File: config.mk
export PLATFORM = sky130hd
export DESIGN_NAME = lzss_fbd_outreg
export DESIGN_NICKNAME = d
export VERILOG_FILES = /design/src/rtl/core/lzss_flag_byte_decompressor_macros.svh /design/src/rtl/core/lzss_fbd_pkg.sv /design/src/rtl/core/lzss_fbd_outreg.sv
export SDC_FILE = /design/constraint.sdc
export NUM_CORES = 1
export LEC_CHECK = 0
export BUFFER_PORTS_ARGS = -buffer_cell sky130_fd_sc_hd__buf_2
export CAP_MARGIN = 20
export CORE_AREA = 4 4 41 43
export CTS_CLUSTER_DIAMETER = 30
export DETAILED_ROUTE_END_ITERATION = 6
export DIE_AREA = 0 0 45 47
export HOLD_SLACK_MARGIN = 0.03
export PLACE_DENSITY_LB_ADDON = 0.2
export SLEW_MARGIN = 25
export SYNTH_ARGS = -nofsm -noshare
export SYNTH_HDL_FRONTEND = slang
export SYNTH_SLANG_ARGS = --single-unit
File: constraint.sdc
create_clock -name clk -period 1.3 [get_ports clk]
set_clock_uncertainty 0.2 [all_clocks]
set_input_delay 0.065 -clock clk [delete_from_list [all_inputs] [get_ports clk]]
set_output_delay 0.065 -clock clk [all_outputs]
set_load 0.005 [all_outputs]
File: src/rtl/core/lzss_flag_byte_decompressor_macros.svh
// Assertion macros used by the decompressor control module.
`ifndef LZSS_FLAG_BYTE_DECOMPRESSOR_MACROS_SVH
`define LZSS_FLAG_BYTE_DECOMPRESSOR_MACROS_SVH
`ifndef SYNTHESIS
`define LZSS_ASSERT(label, prop, msg) \
    label: assert property (@(posedge clk) disable iff (!rst_n) (prop)) else $error(msg);
`define LZSS_NEVER(label, cond, msg) \
    label: assert property (@(posedge clk) disable iff (!rst_n) !(cond)) else $error(msg);
`else
`define LZSS_ASSERT(label, prop, msg)
`define LZSS_NEVER(label, cond, msg)
`endif
`endif

File: src/rtl/core/lzss_fbd_pkg.sv
// Shared types and constants of the flag-byte decompressor.
package lzss_fbd_pkg;

    localparam int WINDOW_BYTES_DEF = 16384;
    localparam int PC_W             = 24;
    localparam int DIST_W           = 14;
    localparam int LEN_W            = 7;
    localparam int MAX_COPY         = 64;
    localparam int FLAG_BITS        = 8;
    localparam int UNIT_MAX         = 4;
    localparam int CFG_IDX_W        = 2;

    localparam logic [CFG_IDX_W-1:0] CFG_UNIT_BYTES   = 2'd0;
    localparam logic [CFG_IDX_W-1:0] CFG_LENGTH_BIAS  = 2'd1;
    localparam logic [CFG_IDX_W-1:0] CFG_OUTPUT_LIMIT = 2'd2;

    localparam logic [2:0]      UNIT_RESET  = 3'd1;
    localparam logic [1:0]      BIAS_RESET  = 2'd2;
    localparam logic [PC_W-1:0] LIMIT_RESET = 24'hFFFFFF;

    typedef struct packed {
        logic       valid;
        logic [7:0] data;
        logic       last;
        logic       complete;
    } emit_t;

endpackage

File: src/rtl/core/lzss_fbd_outreg.sv
// Output register that holds one result item until it is taken.
module lzss_fbd_outreg (
    input  logic                clk,
    input  logic                rst_n,
    input  lzss_fbd_pkg::emit_t push,
    input  logic                out_stall,
    output logic                out_space,
    output logic                out_valid,
    output logic [7:0]          out_byte,
    output logic                last_of_run,
    output logic                output_complete
);
    import lzss_fbd_pkg::*;

    logic       valid_reg;
    logic [7:0] byte_reg;
    logic       last_reg;
    logic       complete_reg;

    assign out_space = !valid_reg || !out_stall;

    always_ff @(posedge clk or negedge rst_n)
    begin
        if (!rst_n)
        begin
            valid_reg <= 1'b0;
        end
        else if (push.valid)
        begin
            valid_reg <= 1'b1;
        end
        else if (!out_stall)
        begin
            valid_reg <= 1'b0;
        end
    end

    always_ff @(posedge clk)
    begin
        if (push.valid)
        begin
            byte_reg     <= push.data;
            last_reg     <= push.last;
            complete_reg <= push.complete;
        end
    end

    assign out_valid       = valid_reg;
    assign out_byte        = byte_reg;
    assign last_of_run     = last_reg;
    assign output_complete = complete_reg;

endmodule

==> results.md <==
Global route:
- The number of antenna violations at the first check in global routing was 0.
- The first global-routing pass estimated 1.38 mm of wire.
- The via count of the first global-routing pass is 296.
- The global router's overall resource usage is 0.0981.
- Entering global routing, the biggest net connects 12 pins.
- The overflow left after global routing is 0.

Layout:
- Excluding fillers, the count of instances in the completed layout stands at 71.
- After filler insertion, the fill cell instance count of the layout stands at 131.
- The final net count is 71.
- The number of diodes is 0.
- The area used by multi-input combinational logic is 11.3 um^2.
- Leaving out fill and tap cells, the most frequent cells in the layout are sky130_fd_sc_hd__buf_2, sky130_fd_sc_hd__dlygate4sd3_1, sky130_fd_sc_hd__edfxtp_1.
- The total area of sequential cells is 325 um^2.
- The most common cell after layout, fill and taps aside is sky130_fd_sc_hd__buf_2.
- The signed area change from the synthesized netlist to the final layout is 92.6%.
- In the final layout, the share of cells above drive strength 1 is 0.518.

Yosys:
- The sequential element share of the synthesized area is 0.967.
- The simple-gate area share of the yosys netlist is 0.0112.
- After technology mapping, the gate count stands at 13.
- Dividing the synthesized area by the synthesized cell count gives 25.9 um^2.
- The number of synthesis warnings is 0.
- When the netlist entered floorplanning its net count stood at 27.
- The number of synthesized register bits is 11.
- Of the total synthesized cell area, the portion taken by XOR and XNOR cells is 0.
- The synthesized netlist contains 4 unique library cells.
- The portion of synthesized area spent on multiplexers is 0.
- The share of the synthesized area in compound gates (AO/OA/AOI/OAI) is 0.0223.
- The cell area after synthesis is 337 um^2.
- After synthesis, the largest family of logic cells by area is compound AO/OA/AOI/OAI gates.
- Of the total synthesized cell area, the portion taken by full adders, half adders and majority gates is 0.

Timing:
- The number of failing hold endpoints at the final stage is 0.
- The worst pin sits at a relative slew slack of 0.842.
- Setup repair after global routing left no endpoint under its margin.
- For the final routed database, the setup TNS stands at 0 ns.
- The total of endpoints with negative setup slack in the final report is 0.
- For the pin with the worst max-slew slack, the measured transition is 0.237 ns.
- After layout, the minimum clock period comes to 1.14 ns.
- The final worst-path cycle share is 0.878.
- The fmax is 0.877 GHz.
- The count of pins over their slew limit is 0.

Min path:
- The path class of the lowest-slack min-delay path is in -> reg.
- The startpoint of the most critical hold path is push[2].
- The worst hold path depth is 2.
- The worst hold path terminates at out_byte[0].

Run status:
- The run finished with clean final reports.

Die:
- The placement row count is 13.
- The starting density of the core is 0.259.
- During I/O placement, the number of pins put on the boundary was 26.
- The core region area is 1300 um^2.
- The area of the die is 2120 um^2.
- The horizontal die dimension is 45 um.
- The chip height is 47 um.

Route:
- The number of DRC violations after detailed-routing iteration 0 is 4.
- Wires add up to 803 um.
- In the routed design, unresolved DRC markers number 0.
- Dividing the detail-routed wire length by the instance count gives 11.3 um.
- The count of nets left with antenna violations once routing finished came out at 0.
- The detailed-route vias per instance is 3.93.
- The first detailed-routing pass took 4 iterations.
- Across all layers, the routed design uses 279 vias.

Critical path:
- The length in cells of the worst reg-to-reg path is 1.
- STA classifies the critical path startpoint as a primary input.
- At the worst endpoint, the required time is 1.03 ns.
- The endpoint of the worst register-to-register path is out_valid.
- The minimum setup slack among reg-to-reg paths is 0.43 ns.
- The worst setup path is of the in -> out kind.
- The endpoint arrival time on the critical path is 0.88 ns.
- The type of destination of the critical path is an output pin.
- Along the worst path, the maximum fanout reaches 2.
- The start of the worst register-to-register path is out_valid.

Placed design:
- Port buffering added 25 buffers.
- At the end of routability-driven placement, the weighted congestion stood at 0.618.
- Once placement completed, the tool counted placed cells totaling 53.

Clock tree:
- The clock buffer count from CTS is 3.
- The H-tree level count is 1.
- For this design, the sink count on the clock tree is 11.
- At the later pin of the worst-skew pair, clock insertion delay measures 0.27 ns.
- The tree is rooted in a sky130_fd_sc_hd__clkbuf_4.
- The post-CTS clock slew at the launch and capture registers of the worst setup and hold paths is 0.08 ns.
- The maximum clock path buffer count is 2.
- The clock tree from TritonCTS is done.
- The number of post-CTS setup repair buffers is 0.

Power and ir drop:
- In this run the power density over the cells is 1150 nW/um^2.
- The proportion of power drawn by combinational gates is 0.122.
- The share of total power dissipated in sequential elements is 0.565.
- Summed over all nets, the switching power comes to 0.158 mW.
- The cell internal power dissipation is 0.590 mW.
- The leakage power is 0.290 nW.
- The switching part of the total power is 0.211.
- The peak supply drop is 0.653 mV.
- The post-route total power is 0.748 mW.
- The clock network fraction of total power is 0.313.

Flow run:
- The number of max-capacitance violations reported is 0.
## kinds of logic (layout without fill, tap and decap cells)
group,Yosys count,count (layout)
buf+inv,0,43
compound gates,1,1
flops,11,11
simple gates,1,1
## worst max-delay path: stages
cell and delay [ns]:
sky130_fd_sc_hd__dlygate4sd3_1 0.53, sky130_fd_sc_hd__buf_2 0.13, sky130_fd_sc_hd__nand2_1 0.05, sky130_fd_sc_hd__buf_2 0.10
## flip-flops by register name, summed over array words and instances, names as in the netlist
| register | flops |
|---|---|
| output_complete | 1 |
| last_of_run | 1 |
| out_byte | 8 |
| out_valid | 1 |
## per-layer routing
layer | global-route usage | share of wire
met1 | 0.0981 | 0.36
met2 | 0.169 | 0.56
met3 | 0.0345 | 0.086
met4 | 0.0702 | 0
met5 | 0 | 0
## power by group through the flow
stage                     Sequential [mW]  Clock [mW]  Combinational [mW]
after global routing                0.426       0.269               0.103
final                               0.423       0.234              0.0914
after CTS                           0.423       0.246              0.0927
after detailed placement            0.430           0              0.0605
after global placement              0.429           0              0.0596
after floorplan                     0.436           0             0.00289
## cells in the mapped netlist
cell | count | share of area
sky130_fd_sc_hd__edfxtp_1 | 10 | 0.89
sky130_fd_sc_hd__a21o_1 | 1 | 0.022
sky130_fd_sc_hd__dfrtp_1 | 1 | 0.074
sky130_fd_sc_hd__nand2_1 | 1 | 0.011
## how the worst max path moves through the flow
stage | start | end | slack, ns | cells after the start
2_1_floorplan | out_valid | out_valid | 0.45 | 1
3_3_place_gp | out_valid | out_valid | 0.47 | 1
3_5_place_dp | out_valid | out_valid | 0.45 | 1
4_1_cts | out_stall | out_space | 0.16 | 4
5_1_grt | out_stall | out_space | 0.11 | 4
6_report | out_stall | out_space | 0.16 | 4
## timing repair
| item | CTS | global route |
|---|---|---|
| hold buffers | 14 | 0 |
| hold endpoints to repair | 22 | 0 |
| gates resized for setup | 0 | 0 |
## through the flow
step                hold WS, ns   util  setup slack, ns  area [um^2]
finish                    0.306  0.498            0.159          648
global route              0.292  0.498            0.112          648
CTS                       0.290  0.498            0.163          648
detailed placement       -0.359  0.369            0.448          480
global placement         -0.360  0.369            0.466          480
floorplan                -0.431      -            0.453          337
## cell type report
class	count	share of cell area
well taps	15	0.0290
repair buffers	39	0.409
clock inverters	1	0.00772
multi-input cells	2	0.0174
clock buffers	3	0.0347
flip-flops and latches	11	0.502
Note: power is estimated with default switching activity, not from simulation.
