File: src/rtl/core/lzss_flag_byte_decompressor_macros.svh
// Assertion macros used by the decompressor control module.
`ifndef LZSS_FLAG_BYTE_DECOMPRESSOR_MACROS_SVH
`define LZSS_FLAG_BYTE_DECOMPRESSOR_MACROS_SVH
`ifndef SYNTHESIS
`define LZSS_ASSERT(label, prop, msg) \
    label: assert property (@(posedge clk) disable iff (!rst_n) (prop)) else $error(msg);
`define LZSS_NEVER(label, cond, msg) \
    label: assert property (@(posedge clk) disable iff (!rst_n) !(cond)) else $error(msg);
`else
`define LZSS_ASSERT(label, prop, msg)
`define LZSS_NEVER(label, cond, msg)
`endif
`endif

File: src/rtl/core/lzss_fbd_pkg.sv
// Shared types and constants of the flag-byte decompressor.
package lzss_fbd_pkg;

    localparam int WINDOW_BYTES_DEF = 16384;
    localparam int PC_W             = 24;
    localparam int DIST_W           = 14;
    localparam int LEN_W            = 7;
    localparam int MAX_COPY         = 64;
    localparam int FLAG_BITS        = 8;
    localparam int UNIT_MAX         = 4;
    localparam int CFG_IDX_W        = 2;

    localparam logic [CFG_IDX_W-1:0] CFG_UNIT_BYTES   = 2'd0;
    localparam logic [CFG_IDX_W-1:0] CFG_LENGTH_BIAS  = 2'd1;
    localparam logic [CFG_IDX_W-1:0] CFG_OUTPUT_LIMIT = 2'd2;

    localparam logic [2:0]      UNIT_RESET  = 3'd1;
    localparam logic [1:0]      BIAS_RESET  = 2'd2;
    localparam logic [PC_W-1:0] LIMIT_RESET = 24'hFFFFFF;

    typedef struct packed {
        logic       valid;
        logic [7:0] data;
        logic       last;
        logic       complete;
    } emit_t;

endpackage

File: src/rtl/core/lzss_fbd_ctrl.sv
// Token parser, match copy sequencer and configuration registers.
`include "lzss_flag_byte_decompressor_macros.svh"
module lzss_fbd_ctrl #(
    parameter int WINDOW_BYTES = lzss_fbd_pkg::WINDOW_BYTES_DEF
) (
    input  logic                                 clk,
    input  logic                                 rst_n,
    input  logic                                 cfg_valid,
    output logic                                 cfg_ready,
    input  logic [lzss_fbd_pkg::CFG_IDX_W-1:0]   cfg_index,
    input  logic [lzss_fbd_pkg::PC_W-1:0]        cfg_data,
    input  logic                                 in_valid,
    output logic                                 in_stall,
    input  logic [7:0]                           data_byte,
    input  logic                                 stream_start,
    input  logic                                 out_space,
    output lzss_fbd_pkg::emit_t                  emit,
    output logic                                 mem_we,
    output logic [$clog2(WINDOW_BYTES)-1:0]      mem_waddr,
    output logic [7:0]                           mem_wdata,
    output logic [$clog2(WINDOW_BYTES)-1:0]      mem_raddr,
    input  logic [7:0]                           mem_rdata
);
    import lzss_fbd_pkg::*;

    localparam int AW = $clog2(WINDOW_BYTES);
    localparam int CW = ((DIST_W > AW) ? DIST_W : AW) + 1;

    localparam logic [1:0] ST_ACCEPT = 2'd0;
    localparam logic [1:0] ST_SETUP  = 2'd1;
    localparam logic [1:0] ST_COPY   = 2'd2;

    localparam logic [1:0] PH_FLAG = 2'd0;
    localparam logic [1:0] PH_LIT  = 2'd1;
    localparam logic [1:0] PH_LOW  = 2'd2;
    localparam logic [1:0] PH_HIGH = 2'd3;

    logic [1:0]        state_reg, state_next;
    logic [1:0]        phase_reg, phase_next;
    logic [7:0]        bits_reg, bits_next;
    logic [3:0]        pos_reg, pos_next;
    logic [2:0]        lit_reg, lit_next;
    logic [7:0]        off_low_reg, off_low_next;
    logic [PC_W-1:0]   pc_reg, pc_next;
    logic [AW-1:0]     wptr_reg, wptr_next;
    logic [2:0]        unit_reg;
    logic [1:0]        bias_reg;
    logic [PC_W-1:0]   limit_reg;
    logic [DIST_W-1:0] dist_reg, dist_next;
    logic [DIST_W-1:0] dmod_reg, dmod_next;
    logic [AW-1:0]     rptr_reg, rptr_next;
    logic [LEN_W-1:0]  cnt_reg, cnt_next;

    logic              accept;
    logic              halted;
    logic [2:0]        u_eff;
    logic [15:0]       word;
    logic [DIST_W-1:0] dist_calc;
    logic [4:0]        len_sum;
    logic [LEN_W-1:0]  len_prod;
    logic [LEN_W-1:0]  len_cap;
    logic [PC_W-1:0]   pc_plus;
    logic              src_ok;
    logic [7:0]        copy_byte;
    logic [CW-1:0]     dmod_ext;
    logic [CW-1:0]     wptr_ext;
    logic [CW-1:0]     win_ext;
    logic              sel_req;
    logic [3:0]        sel_pos;

    function automatic logic [AW-1:0] wrap_inc(input logic [AW-1:0] p);
        logic [AW-1:0] r;
        r = (p == AW'(WINDOW_BYTES - 1)) ? '0 : p + 1'b1;
        return r;
    endfunction

    assign cfg_ready = 1'b1;

    assign u_eff     = (unit_reg == 3'd0) ? 3'd1 :
                       (unit_reg > 3'(UNIT_MAX)) ? 3'(UNIT_MAX) : unit_reg;
    assign word      = {data_byte, off_low_reg};
    assign dist_calc = DIST_W'(word[15:4]) * DIST_W'(u_eff);
    assign len_sum   = 5'(word[3:0]) + 5'(bias_reg);
    assign len_prod  = LEN_W'(len_sum) * LEN_W'(u_eff);
    assign len_cap   = (len_prod > LEN_W'(MAX_COPY)) ? LEN_W'(MAX_COPY) : len_prod;
    assign pc_plus   = pc_reg + 1'b1;
    assign halted    = pc_reg >= limit_reg;
    assign src_ok    = (dist_reg != '0) && (PC_W'(dist_reg) <= pc_reg);
    assign copy_byte = src_ok ? mem_rdata : 8'd0;
    assign dmod_ext  = CW'(dmod_reg);
    assign wptr_ext  = CW'(wptr_reg);
    assign win_ext   = CW'(WINDOW_BYTES);

    assign in_stall  = !((state_reg == ST_ACCEPT) && out_space);
    assign accept    = in_valid && !in_stall;

    assign mem_waddr = wptr_reg;
    assign mem_raddr = rptr_next;

    always_comb
    begin
        state_next   = state_reg;
        phase_next   = phase_reg;
        bits_next    = bits_reg;
        pos_next     = pos_reg;
        lit_next     = lit_reg;
        off_low_next = off_low_reg;
        pc_next      = pc_reg;
        wptr_next    = wptr_reg;
        dist_next    = dist_reg;
        dmod_next    = dmod_reg;
        rptr_next    = rptr_reg;
        cnt_next     = cnt_reg;
        sel_req      = 1'b0;
        sel_pos      = pos_reg;
        emit         = '0;
        mem_we       = 1'b0;
        mem_wdata    = data_byte;

        unique case (state_reg)
            ST_ACCEPT:
            begin
                if (accept)
                begin
                    if (stream_start)
                    begin
                        pc_next   = '0;
                        wptr_next = '0;
                        bits_next = data_byte;
                        sel_req   = 1'b1;
                        sel_pos   = 4'd0;
                    end
                    else if (!halted)
                    begin
                        unique case (phase_reg)
                            PH_FLAG:
                            begin
                                bits_next = data_byte;
                                sel_req   = 1'b1;
                                sel_pos   = 4'd0;
                            end
                            PH_LIT:
                            begin
                                emit.valid    = 1'b1;
                                emit.data     = data_byte;
                                emit.last     = 1'b1;
                                emit.complete = (pc_plus == limit_reg);
                                mem_we        = 1'b1;
                                pc_next       = pc_plus;
                                wptr_next     = wrap_inc(wptr_reg);
                                lit_next      = (lit_reg == 3'd0) ? 3'd0 : lit_reg - 1'b1;
                                if (lit_reg <= 3'd1)
                                begin
                                    sel_req = 1'b1;
                                    sel_pos = pos_reg + 1'b1;
                                end
                            end
                            PH_LOW:
                            begin
                                off_low_next = data_byte;
                                phase_next   = PH_HIGH;
                            end
                            PH_HIGH:
                            begin
                                dist_next = dist_calc;
                                dmod_next = dist_calc;
                                cnt_next  = len_cap;
                                if (len_cap == '0)
                                begin
                                    sel_req = 1'b1;
                                    sel_pos = pos_reg + 1'b1;
                                end
                                else
                                begin
                                    state_next = ST_SETUP;
                                end
                            end
                        endcase
                    end
                end
            end
            ST_SETUP:
            begin
                // Bring the distance below the window size, then place the read pointer.
                if (dmod_ext >= win_ext)
                begin
                    dmod_next = DIST_W'(dmod_ext - win_ext);
                end
                else
                begin
                    rptr_next  = (wptr_ext >= dmod_ext) ? AW'(wptr_ext - dmod_ext)
                                                        : AW'(wptr_ext + win_ext - dmod_ext);
                    state_next = ST_COPY;
                end
            end
            ST_COPY:
            begin
                if (out_space)
                begin
                    emit.valid    = 1'b1;
                    emit.data     = copy_byte;
                    emit.last     = (cnt_reg == LEN_W'(1)) || (pc_plus == limit_reg);
                    emit.complete = (pc_plus == limit_reg);
                    mem_we        = 1'b1;
                    mem_wdata     = copy_byte;
                    pc_next       = pc_plus;
                    wptr_next     = wrap_inc(wptr_reg);
                    rptr_next     = wrap_inc(rptr_reg);
                    cnt_next      = cnt_reg - 1'b1;
                    if (emit.last)
                    begin
                        sel_req    = 1'b1;
                        sel_pos    = pos_reg + 1'b1;
                        state_next = ST_ACCEPT;
                    end
                end
            end
            default:
            begin
                state_next = ST_ACCEPT;
            end
        endcase

        if (sel_req)
        begin
            if (sel_pos >= 4'(FLAG_BITS))
            begin
                phase_next = PH_FLAG;
                pos_next   = 4'(FLAG_BITS);
            end
            else if (bits_next[sel_pos[2:0]])
            begin
                phase_next = PH_LIT;
                lit_next   = u_eff;
                pos_next   = sel_pos;
            end
            else
            begin
                phase_next = PH_LOW;
                pos_next   = sel_pos;
            end
        end
    end

    always_ff @(posedge clk or negedge rst_n)
    begin
        if (!rst_n)
        begin
            state_reg   <= ST_ACCEPT;
            phase_reg   <= PH_FLAG;
            bits_reg    <= '0;
            pos_reg     <= 4'(FLAG_BITS);
            lit_reg     <= '0;
            off_low_reg <= '0;
            pc_reg      <= '0;
            wptr_reg    <= '0;
            unit_reg    <= UNIT_RESET;
            bias_reg    <= BIAS_RESET;
            limit_reg   <= LIMIT_RESET;
        end
        else
        begin
            state_reg   <= state_next;
            phase_reg   <= phase_next;
            bits_reg    <= bits_next;
            pos_reg     <= pos_next;
            lit_reg     <= lit_next;
            off_low_reg <= off_low_next;
            pc_reg      <= pc_next;
            wptr_reg    <= wptr_next;
            if (cfg_valid && cfg_ready)
            begin
                unique case (cfg_index)
                    CFG_UNIT_BYTES:   unit_reg  <= cfg_data[2:0];
                    CFG_LENGTH_BIAS:  bias_reg  <= cfg_data[1:0];
                    CFG_OUTPUT_LIMIT: limit_reg <= cfg_data;
                    default:          ;
                endcase
            end
        end
    end

    always_ff @(posedge clk)
    begin
        dist_reg <= dist_next;
        dmod_reg <= dmod_next;
        rptr_reg <= rptr_next;
        cnt_reg  <= cnt_next;
    end

    `LZSS_ASSERT(a_emit_space, emit.valid |-> out_space, "Item emitted without output space")
    `LZSS_NEVER(a_busy_stall, (state_reg != ST_ACCEPT) && !in_stall, "Input open while busy")
    `LZSS_ASSERT(a_copy_cnt, (state_reg == ST_COPY) |-> (cnt_reg != '0), "Copy with no bytes left")
    `LZSS_ASSERT(a_copy_done, (state_reg == ST_COPY) && emit.valid && emit.last |=> (state_reg == ST_ACCEPT), "Copy did not end after its last item")

endmodule

File: config.mk
export PLATFORM = sky130hd
export DESIGN_NAME = lzss_fbd_ctrl
export DESIGN_NICKNAME = d
export VERILOG_FILES = /design/src/rtl/core/lzss_fbd_pkg.sv /design/src/rtl/core/lzss_fbd_ctrl.sv
export VERILOG_INCLUDE_DIRS = /design/src /design/src/rtl/core
export SDC_FILE = /design/constraint.sdc
export NUM_CORES = 1
export LEC_CHECK = 0
export BUFFER_PORTS_ARGS = -buffer_cell sky130_fd_sc_hd__clkbuf_2
export CORE_MARGIN = 4
export CORE_UTILIZATION = 45
export CTS_CLUSTER_SIZE = 40
export DETAILED_ROUTE_END_ITERATION = 10
export PLACE_DENSITY_LB_ADDON = 0.08
export RECOVER_POWER = 50
export SLEW_MARGIN = 15
export SYNTH_ARGS = -nofsm -noshare
export SYNTH_HDL_FRONTEND = slang
export SYNTH_SLANG_ARGS = --single-unit
File: constraint.sdc
create_clock -name clk -period 14.95 [get_ports clk]
set_clock_uncertainty 0.2 [all_clocks]
set_input_delay 1.495 -clock clk [delete_from_list [all_inputs] [get_ports clk]]
set_output_delay 1.495 -clock clk [all_outputs]
set_load 0.01 [all_outputs]
==> flow_summary.ini <==
[outcome]
outcome = finished with violations
violations = capacitance limit, slew limit

[die]
die_area_um2 = 26200
num_io_pins = 98
fp-row-count = 56
core_area_um2 = 23400
die_x_um = 161.9
die_h_um = 161.9
start_util_pct = 45.52

[routing]
vias = 8851
drtIter0Drc = 540
drc = 0
wl_per_cell_um = 17.63
drtPass1Iterations = 7
antenna_left = 0
vias_per_cell = 5.570
drt_wl_total_um = 28020

[clock_network]
path_clk_slew_ns = 0.07
clock_sinks = 143
ctsLongestPathBuffers = 2
cts_tree = done
postCtsSetupBuffers = 0
clk_latency_ns = 0.43
holdBufCountCts = 0
htreeDepth = 4
cts_buffers = 17
cts.repair.resized = 0
cts_root_buffer = clkbuf_16

[worst_setup_path]
r2r_slack_ns = 8.43
critPathCaptureType = register
critPathLaunchType = register
r2r_cells = 19
cp.arrival_ns = 6.63
path_class = reg2reg
r2r_end = lit_reg[2]
cp_max_fo = 21
reg2reg_from = unit_reg[2]
required_ns = 15.05

[place]
place_inst = 1557
io_buffers = 96
gp_congestion = 0.9134
hpwlAfterDp_um = 21120
dpl_cell_area_um2 = 11360

[timing]
worst_slew_pin_slew_ns = 2.806
hold_viol = 0
fin_crit_ns = 6.522
final_max_slew_viol_count = 97
rsz0062_at_grt = no
min_period_over_period_pct = 43.63
fmax_mhz = 153.3
finalSetupViolCount = 0
setup_tns_ns = 0
relSlewSlack_pct = -87.04

[logic_synthesis]
async_reset_ff_share_pct = 65.73
syn-num-nets = 1331
yosys_register_bits = 143
synth_warnings = 0
synth-edff-count = 35
yosysSeqAreaShare_pct = 34.90
synth-adder-area-share_pct = 12.94
synth-xor-area-share_pct = 5.180
synth-main-ff-cell = dfrtp_1
syn_area_um2 = 10650
synth-simple-area-share_pct = 17.90
yosysUniqueCellTypes = 81
syn_inst = 1183
syn_avg_cell_area_um2 = 9.005
synth_mux_area_share_pct = 5.262
synth_compound_area_share_pct = 17.57
synth_top_family_by_area = simple AND/OR/NAND/NOR gates

[pwr]
p_int_w = 0.001120
p_sw_w = 0.0008413
power_density_nw_per_um2 = 164.5
power.leakage_nw = 5.300
max-vdd-ir-drop_mv = 0.07056
swShare_pct = 42.89
share_comb_of_total_power_pct = 44.3
p_seq_share_pct = 34.1
pwr-share-clk_pct = 21.6

[global_route]
grt_overflow = 0
grt.total_usage_pct = 21.66
antenna_found_initial = 0
grt_max_degree = 49
grt_pass1_vias = 8501
grt_pass1_wl_um = 45350

[hold_path]
min_path_type = reg2reg
holdPathEnd = pos_reg[3]
whs_path_depth = 2
hp-start = pos_reg[3]

[finish]
nNetsFinal = 1405
fin_area_um2 = 11920
n_antenna_cell = 0
final_cell_mix = nand2_1, inv_1, o21ai_0, ha_1, clkbuf_2
layout-drive-gt1-share_pct = 16.77
n_fill_cell = 2244
area_growth_pct = 11.90
final_common_cell = nand2_1
fin_cells = 1589
final_core_util_pct = 50.94

[flow_run]
max-cap-violations = 2
[power by group through the flow]
stage / clock network (W) / logic [W] / registers, W
2_1_floorplan: 0 / 0.000657 / 0.000615
3_3_place_gp: 0 / 0.000858 / 0.000672
3_5_place_dp: 0 / 0.000865 / 0.000674
4_1_cts: 0.000434 / 0.000873 / 0.000668
5_1_grt: 0.000452 / 0.000980 / 0.000688
6_report: 0.000423 / 0.000869 / 0.000669
[final cells by class]
class	instances	area (um2)	share of cell area [%]
clock inverter	15	148.9	1.249
inverter	115	431.7	3.621
timing repair buffer	103	499.2	4.188
clock buffer	17	425.4	3.569
tap	319	399.1	3.348
sequential	143	3717	31.19
multi-input combinational	877	6299	52.84
[worst max-delay path by stage]
stage | startpoint | end | cells past startpoint | slack (ns)
final | unit_reg[2] | lit_reg[2] | 19 | 8.43
after detailed placement | off_low_reg[0] | lit_reg[0] | 20 | 8.79
after global routing | unit_reg[2] | lit_reg[2] | 19 | 7.94
after global placement | off_low_reg[0] | lit_reg[0] | 20 | 8.93
after floorplan | off_low_reg[0] | lit_reg[0] | 20 | 9.21
after CTS | off_low_reg[0] | lit_reg[2] | 20 | 8.73
[stage by stage]
step / hold slack (ns) / setup WS, ns / total power (W)
2_1_floorplan: 0.2697 / 9.208 / 0.001272
3_3_place_gp: 0.2852 / 8.932 / 0.001530
3_5_place_dp: 0.2902 / 8.788 / 0.001539
4_1_cts: 0.3039 / 8.725 / 0.001975
5_1_grt: 0.3247 / 7.937 / 0.002121
6_report: 0.3045 / 8.428 / 0.001961
[critical path, cell delays in order, from the launching register on]
cell      delay [ns]
dfrtp_1         0.62
a21oi_1         0.23
clkbuf_1        0.65
and2_1          0.25
fa_1            0.44
ha_1            0.25
fa_1            0.40
a21o_1          0.17
a21oi_1         0.17
xnor2_1         0.22
nor3b_1         0.24
mux2_2          0.27
and3_1          0.20
a211oi_1        0.45
nor2_1          0.16
a22o_1          0.31
or4_1           0.53
nand4_2         0.13
nand3_2         0.13
mux2_1          0.37
[cell usage after synthesis, types with 26 or more instances]
| master | count | area share [%] |
|---|---|---|
| nand2_1 | 130 | 4.6 |
| inv_1 | 115 | 4.1 |
| o21ai_0 | 112 | 5.3 |
| ha_1 | 83 | 9.7 |
| nor2_1 | 68 | 2.4 |
| dfrtp_1 | 67 | 16 |
| a21oi_1 | 55 | 2.6 |
| mux2_2 | 46 | 4.9 |
| xnor2_1 | 39 | 3.2 |
| edfxtp_1 | 35 | 9.9 |
| nand3_1 | 33 | 1.6 |
| clkbuf_1 | 30 | 1.1 |
| dfstp_2 | 27 | 6.7 |
| a22o_1 | 26 | 2.1 |
[routing by layer]
layer / routed length (um) / track usage [%] / share of wire, % / vias to the layer above
met1: 13320 / 30.92 / 48 / 4234
li1: - / - / - / 4367
met3: 1471 / 3.629 / 5.2 / 24
met4: 395 / 5.190 / 1.4 / 0
met2: 12840 / 34.59 / 46 / 226
met5: 0 / 0 / 0 / -
[cells by family (layout without fill, tap and decap cells)]
logic type,count (synthesis),in the layout
AO/OA/AOI/OAI,295,295
XOR/XNOR,63,63
adder cells (fa/ha/maj),100,100
buffers and inverters,163,250
flip-flops,143,143
multiplexers,50,50
other,1,1
AND/OR/NAND/NOR,368,368
Power figures use the tool's default switching activity.
